==> src/rtl/coat_pkg.sv <==
// ----------------------------------------------------------------------------
// coat_pkg
// Types and codes shared by the control owner timeout arbiter.
// ----------------------------------------------------------------------------
package coat_pkg;

  // Event opcodes
  localparam logic [2:0] OP_APP_REQUEST   = 3'd0;
  localparam logic [2:0] OP_APP_RELEASE   = 3'd1;
  localparam logic [2:0] OP_APP_HEARTBEAT = 3'd2;
  localparam logic [2:0] OP_PAD_ACTIVITY  = 3'd3;
  localparam logic [2:0] OP_PAD_REQUEST   = 3'd4;
  localparam logic [2:0] OP_PAD_CLEAR     = 3'd5;
  localparam logic [2:0] OP_TICK          = 3'd6;
  localparam logic [2:0] OP_NOP           = 3'd7;

  // Register indexes
  localparam logic CFG_APP_TIMEOUT = 1'b0;
  localparam logic CFG_PAD_TIMEOUT = 1'b1;

  localparam logic [31:0] APP_TIMEOUT_RESET = 32'd3000;
  localparam logic [31:0] PAD_TIMEOUT_RESET = 32'd1000;

  // Owner codes as reported
  localparam logic [1:0] OWNER_CODE_NONE = 2'd0;
  localparam logic [1:0] OWNER_CODE_APP  = 2'd1;
  localparam logic [1:0] OWNER_CODE_PAD  = 2'd2;

  typedef enum logic [2:0] {
    ST_NONE = 3'b001,
    ST_APP  = 3'b010,
    ST_PAD  = 3'b100
  } owner_state_t;

  typedef struct packed {
    logic [2:0]  opcode;
    logic [31:0] client_id;
    logic [31:0] now_ms;
  } in_item_t;

  typedef struct packed {
    logic        accepted;
    logic        owner_changed;
    logic [1:0]  current_owner;
    logic [31:0] owning_client;
  } out_item_t;

  typedef struct packed {
    logic [31:0] app_timeout_ms;
    logic [31:0] gamepad_timeout_ms;
  } cfg_t;

endpackage

==> src/rtl/control_owner_timeout_arbiter_unit.sv <==
// ----------------------------------------------------------------------------
// control_owner_timeout_arbiter_unit
// Arbitrates pan-tilt head ownership between an app client and a gamepad.
// ----------------------------------------------------------------------------
// Takes one event per transfer (opcode, client id, ms timestamp) and returns
// one result per event: accepted, owner_changed, the owner after the event
// and the held app client id. Throughput is one event per clock while the
// result side does not stall. Each event passes through the input register,
// then the update logic in coat_engine into the result register, and a
// result-side stall can hold it in either. Ownership state
// updates as each event moves into the result register, so back-to-back
// events see each other's effects in order. Timeouts are compared on tick
// events as a wrapping 32-bit age, strictly greater than the timeout.
// Timeout registers are written through cfg_we/cfg_index/cfg_data; index 0
// is the app timeout (reset 3000), index 1 the gamepad timeout (reset 1000).
// Write them only while no event is in flight.
module control_owner_timeout_arbiter_unit import coat_pkg::*; (
  input  logic        clk,
  input  logic        rst,
  // event input
  input  logic        in_valid,
  output logic        in_stall,
  input  in_item_t    in_data,
  // result output
  output logic        out_valid,
  input  logic        out_stall,
  output out_item_t   out_data,
  // configuration writes
  input  logic        cfg_we,
  input  logic        cfg_index,
  input  logic [31:0] cfg_data
);

  cfg_t      cfg;
  logic      in_full;
  in_item_t  in_q;
  logic      res_full;
  out_item_t res_q;
  out_item_t result;
  logic      advance;
  logic      in_take;
  logic      out_take;

  // Pipeline moves when the result slot is free or being drained.
  assign advance  = in_full && (!res_full || !out_stall);
  assign in_stall = in_full && !advance;
  assign in_take  = in_valid && !in_stall;
  assign out_take = res_full && !out_stall;

  assign out_valid = res_full;
  assign out_data  = res_q;

  // Timeout registers
  always_ff @(posedge clk) begin
    if (rst) begin
      cfg.app_timeout_ms     <= APP_TIMEOUT_RESET;
      cfg.gamepad_timeout_ms <= PAD_TIMEOUT_RESET;
    end else if (cfg_we) begin
      case (cfg_index)
        CFG_APP_TIMEOUT: cfg.app_timeout_ms     <= cfg_data;
        CFG_PAD_TIMEOUT: cfg.gamepad_timeout_ms <= cfg_data;
        default: begin
        end
      endcase
    end
  end

  // Input register
  always_ff @(posedge clk) begin
    if (rst) begin
      in_full <= 1'b0;
    end else if (in_take) begin
      in_full <= 1'b1;
    end else if (advance) begin
      in_full <= 1'b0;
    end
  end

  always_ff @(posedge clk) begin
    if (in_take) begin
      in_q <= in_data;
    end
  end

  coat_engine u_engine (
    .clk    (clk),
    .rst    (rst),
    .fire   (advance),
    .item   (in_q),
    .cfg    (cfg),
    .result (result)
  );

  // Result register
  always_ff @(posedge clk) begin
    if (rst) begin
      res_full <= 1'b0;
    end else if (advance) begin
      res_full <= 1'b1;
    end else if (out_take) begin
      res_full <= 1'b0;
    end
  end

  always_ff @(posedge clk) begin
    if (advance) begin
      res_q <= result;
    end
  end

endmodule

==> src/rtl/coat_engine.sv <==
// ----------------------------------------------------------------------------
// coat_engine
// Ownership state and the per-event update logic.
// ----------------------------------------------------------------------------
module coat_engine import coat_pkg::*; (
  input  logic      clk,
  input  logic      rst,
  input  logic      fire,
  input  in_item_t  item,
  input  cfg_t      cfg,
  output out_item_t result
);

  owner_state_t owner_state, owner_state_next;
  logic [31:0]  held_client, held_client_next;
  logic [31:0]  last_heartbeat_time, last_heartbeat_time_next;
  logic [31:0]  last_gamepad_time, last_gamepad_time_next;
  logic         accepted, owner_changed;
  logic         app_match;
  logic [31:0]  app_age, pad_age;

  assign app_match = (owner_state == ST_APP) && (held_client == item.client_id);
  assign app_age   = item.now_ms - last_heartbeat_time;
  assign pad_age   = item.now_ms - last_gamepad_time;

  always_comb begin
    owner_state_next         = owner_state;
    held_client_next         = held_client;
    last_heartbeat_time_next = last_heartbeat_time;
    last_gamepad_time_next   = last_gamepad_time;
    accepted                 = 1'b0;
    owner_changed            = 1'b0;
    case (item.opcode)
      OP_APP_REQUEST: begin
        held_client_next         = item.client_id;
        last_heartbeat_time_next = item.now_ms;
        owner_state_next         = ST_APP;
        accepted                 = 1'b1;
      end
      OP_APP_RELEASE: begin
        if (app_match) begin
          held_client_next = '0;
          owner_state_next = ST_NONE;
          accepted         = 1'b1;
        end
      end
      OP_APP_HEARTBEAT: begin
        if (app_match) begin
          last_heartbeat_time_next = item.now_ms;
        end
      end
      OP_PAD_ACTIVITY: begin
        last_gamepad_time_next = item.now_ms;
      end
      OP_PAD_REQUEST: begin
        last_gamepad_time_next = item.now_ms;
        owner_state_next       = ST_PAD;
        accepted               = 1'b1;
      end
      OP_PAD_CLEAR: begin
        if (owner_state == ST_PAD) begin
          owner_state_next = ST_NONE;
        end
        last_gamepad_time_next = '0;
      end
      OP_TICK: begin
        if (owner_state == ST_APP && app_age > cfg.app_timeout_ms) begin
          owner_state_next = ST_NONE;
          held_client_next = '0;
          owner_changed    = 1'b1;
        end else if (owner_state == ST_PAD && pad_age > cfg.gamepad_timeout_ms) begin
          owner_state_next = ST_NONE;
          owner_changed    = 1'b1;
        end
      end
      OP_NOP: begin
      end
      default: begin
      end
    endcase
  end

  always_ff @(posedge clk) begin
    if (rst) begin
      owner_state         <= ST_NONE;
      held_client         <= '0;
      last_heartbeat_time <= '0;
      last_gamepad_time   <= '0;
    end else if (fire) begin
      owner_state         <= owner_state_next;
      held_client         <= held_client_next;
      last_heartbeat_time <= last_heartbeat_time_next;
      last_gamepad_time   <= last_gamepad_time_next;
    end
  end

  always_comb begin
    result.accepted      = accepted;
    result.owner_changed = owner_changed;
    result.owning_client = held_client_next;
    case (owner_state_next)
      ST_APP:  result.current_owner = OWNER_CODE_APP;
      ST_PAD:  result.current_owner = OWNER_CODE_PAD;
      ST_NONE: result.current_owner = OWNER_CODE_NONE;
      default: result.current_owner = OWNER_CODE_NONE;
    endcase
  end

endmodule

==> config.mk <==
export PLATFORM = sky130hd
export DESIGN_NAME = control_owner_timeout_arbiter_unit
export DESIGN_NICKNAME = d
export VERILOG_FILES = /design/src/rtl/coat_pkg.sv /design/src/rtl/control_owner_timeout_arbiter_unit.sv /design/src/rtl/coat_engine.sv
export SDC_FILE = /design/constraint.sdc
export NUM_CORES = 1
export LEC_CHECK = 0
export BUFFER_PORTS_ARGS = -buffer_cell sky130_fd_sc_hd__buf_2
export CAP_MARGIN = 5
export CELL_PAD_IN_SITES_DETAIL_PLACEMENT = 1
export CELL_PAD_IN_SITES_GLOBAL_PLACEMENT = 2
export CORE_MARGIN = 5
export CORE_UTILIZATION = 38
export CTS_BUF_LIST = sky130_fd_sc_hd__clkbuf_16
export DETAILED_ROUTE_END_ITERATION = 16
export GPL_TIMING_DRIVEN = 1
export HOLD_SLACK_MARGIN = 0.02
export PLACE_DENSITY = 0.85
export SLEW_MARGIN = 10
export SYNTH_ARGS = -nofsm -noshare
export SYNTH_HDL_FRONTEND = slang
export SYNTH_HIERARCHICAL = 1
export SYNTH_SLANG_ARGS = --single-unit
==> constraint.sdc <==
create_clock -name clk -period 6.7 [get_ports clk]
set_input_delay 2.01 -clock clk [delete_from_list [all_inputs] [get_ports clk]]
set_output_delay 2.01 -clock clk [all_outputs]
set_load 0.05 [all_outputs]
==> impl_metrics.tcl <==
set metrics [dict create \
    cp_slowest_cell "or4_1" \
    drive_gt1_share_pct 13.46 \
    grt_pass1_vias 12370 \
    drv_cap 0 \
    yosys.area_share.xor_xnor_pct 4.836 \
    start_util_pct 38.62 \
    slowest_delay_ns 0.58 \
    cp.depth 22 \
    start_kind "flip-flop" \
    post_cts_resized 0 \
    p_per_area_nw_per_um2 245.1 \
    ys_warn_count 6 \
    startpoint "in_q[0]" \
    postCtsSetupRepairBufs 0 \
    synthCells 1547 \
    fillers 4474 \
    drv_slew 0 \
    synthDistinctLibCells 70 \
    cts_sinks 268 \
    synthTopCellsByCount "dfxtp_1, inv_1, ha_1" \
    vias 11730 \
    critPathArrivalTime_ns 6.33 \
    synth-edff-count 103 \
    globalplace.congestion 0.8609 \
    vdd_drop_max_mv 0.2006 \
    post-route-period-util_pct 87.07 \
    dp_hpwl_mm 32.77 \
    switching_share_pct 28.35 \
    avgSynthCellArea_sq_um 9.716 \
    die_area_sq_um 43630 \
    grt_usage_pct 19.35 \
    yosys.area_share.simple_pct 14.15 \
    worstSetupEndpointType "flip-flop" \
    fmax_ghz 0.1714 \
    grt_max_degree 140 \
    crit_path_cell_trace "inv_1 > ha_1 > inv_1 > fa_1 > a211oi_2 > nor4_1 > nor3_2 > o31ai_2 > a211o_1 > a221o_1 > a311o_1 > xor2_1 > ha_1 > nand4_1 > or4_1 > nor3_1 > nor2b_1 > o211ai_1 > a21oi_1 > o31ai_4 > buf_4 > a22o_1" \
    slew_headroom_pct 18.65 \
    syn_to_final_growth_pct 14.58 \
    tightest_slew_ns 1.220 \
    reg2reg_to "u_engine/held_client[18]" \
    reg2reg_setup_slack_ns 0.87 \
    clk_latency_ns 0.59 \
    yosysMostFrequentCell "dfxtp_1" \
    rows 72 \
    synth_area_leader_cell "dfxtp_1" \
    critical_path.max_fanout 32 \
    synth.area.top_cells "dfxtp_1, edfxtp_1, ha_1" \
    cts.clk_slew.worst_paths_ns 0.06 \
    drtAntennaViolNets 0 \
    hp-start "u_engine/last_gamepad_time[6]" \
    status "complete, no violations" \
    tns_ns 0 \
    worst_r2r_startpoint "in_q[0]" \
    cts.htree.levels 1 \
    wirelength_mm 44.04 \
    cts_tree "done" \
    fin_skew_ns 0.03773 \
    firstDrtPassIters 4 \
    p_leak_nw 7.089 \
    drt-initial-drc-count 510 \
    ys.flop_type "dfxtp_1" \
    synth_compound_area_share_pct 15.84 \
    setup_ws_ns 0.8665 \
    cts_buffers 30 \
    seq_power_share_pct 43.2 \
    synthesis.nets 1780 \
    synth_top_area_share_pct 21.98 \
    antenna_found_initial 1 \
    synth_top_family_by_area "compound AO/OA/AOI/OAI gates" \
    numPortBuffers 142 \
    critical_path_buf_inv_count 3 \
    ys_seq_area_share_pct 42.55 \
    setup_viol 0 \
    vias_per_cell 5.302 \
    critPathRequiredTime_ns 7.20 \
    fp.dieW_microns 208.9 \
    route.detailed.drc 0 \
    io_pins 143 \
    ctsLongestPathBuffers 3 \
    grt.overflow.total 0 \
    ys_ff_latch 268 \
    clkPwrFrac_pct 40.0 \
    grt_pass1_wl_mm 68.21 \
    power.share.combinational_pct 16.9 \
    switchingPower_mw 1.197 \
    rsz0062_at_grt "false" \
    wire_per_inst_microns 19.90 \
    intPower_mw 3.025 \
    synth_fa_ha_area_share_pct 10.76 \
    async_flop_share_pct 0 \
    core-area_sq_um 38920 \
    crit_family "compound AO/OA/AOI/OAI gates" \
    timing.final.hold_violations 0 \
    crit_type "reg2reg" \
    cts_hold_buf 0 \
    cts-root-buf "clkbuf_16" \
    nets 1903 \
    post-place-ws_ns 0.9157 \
    setup.worst_path.end "u_engine/held_client[18]" \
    min_path_type "reg2reg" \
    muxShareOfSynthArea_pct 5.994 \
    netlist_area_sq_um 15030 \
    die_h_microns 208.9 \
    finalCriticalPeriod_ns 5.834 \
    ff2ff_path_depth 22 \
]
[power groups by stage]
stage	logic [mW]	registers (mW)	clock network, mW
floorplan	0.469	1.88	0
global placement	0.688	1.86	0
detailed placement	0.711	1.86	0
CTS	0.717	1.82	1.73
global route	0.790	1.83	1.80
finish	0.712	1.82	1.69
[layout by cell type (no fill, tap or decap), types with 56 or more instances in the layout]
| master | instances |
|---|---|
| a21oi_1 | 107 |
| a22o_1 | 64 |
| buf_2 | 141 |
| dfxtp_1 | 165 |
| edfxtp_1 | 103 |
| ha_1 | 126 |
| inv_1 | 151 |
| mux2i_1 | 90 |
| nand2_1 | 84 |
| nand2b_1 | 86 |
| nor2_1 | 94 |
| xnor2_1 | 56 |
[sequential cells by signal (all words and copies together), names as in the netlist]
register / cells
u_engine/last_gamepad_time: 32
out_data: 36
u_engine/owner_state: 3
u_engine/last_heartbeat_time: 32
out_valid: 1
u_engine/held_client: 32
in_q: 67
cfg: 64
in_full: 1
[per-stage QoR]
step / area (sq um) / utilization (%) / std cells / hold slack [ns] / power [mW]
6_report: 17220 / 44.25 / 2213 / 0.4518 / 4.221
5_1_grt: 17220 / 44.25 / 2213 / 0.4816 / 4.423
4_1_cts: 17220 / 44.25 / 2212 / 0.4549 / 4.268
3_5_place_dp: 16220 / 41.67 / 2156 / 0.4458 / 2.570
3_3_place_gp: 16220 / 41.67 / 2156 / 0.4382 / 2.543
2_1_floorplan: 15030 / - / 1547 / 0.4319 / 2.344
[layer usage]
| metal | wire (microns) | part of all wire, % | GRT usage (%) |
|---|---|---|---|
| met1 | 19090 | 43 | 24.06 |
| met2 | 22660 | 51 | 35.43 |
| met3 | 1260 | 2.9 | 2.669 |
| met4 | 1026 | 2.3 | 4.770 |
| met5 | 0 | 0 | 0 |
[area by class of cell]
type	instances	area [sq um]	area share, %
Clock buffer	30	750.7	4.359
Tap cell	518	648.1	3.763
Timing Repair Buffer	154	815.8	4.737
Multi-Input combinational cell	1067	7799	45.28
Inverter	149	559.3	3.247
Clock inverter	26	251.5	1.460
Antenna cell	1	2.502	0.01453
Sequential cell	268	6396	37.14
[how the worst min path moves through the flow]
stage | end | slack, ns | depth (start not counted)
4_1_cts | u_engine/last_gamepad_time[15] | 0.45 | 2
3_3_place_gp | u_engine/last_gamepad_time[20] | 0.44 | 2
3_5_place_dp | u_engine/last_gamepad_time[15] | 0.45 | 2
6_report | u_engine/last_gamepad_time[6] | 0.45 | 2
5_1_grt | u_engine/last_gamepad_time[18] | 0.48 | 2
2_1_floorplan | u_engine/last_gamepad_time[10] | 0.43 | 2
[kinds of logic after synthesis]
logic type	Yosys count
adder cells (fa/ha/maj)	128
buffers and inverters	212
XOR/XNOR	83
multiplexers	90
AND/OR/NAND/NOR	419
flip-flops	268
AO/OA/AOI/OAI	347
[worst register-to-register path, delay by kind of cell, from the launching register on]
family / cells / cell delay, ns
and+or+nand+nor: 6 / 1.46
AOI/OAI and AO/OA: 9 / 2.29
DFF: 1 / 0.41
adders and majority gates: 3 / 0.89
buffers and inverters: 3 / 0.54
xor gates and xnor gates: 1 / 0.15
(Power assumes the default switching activity.)
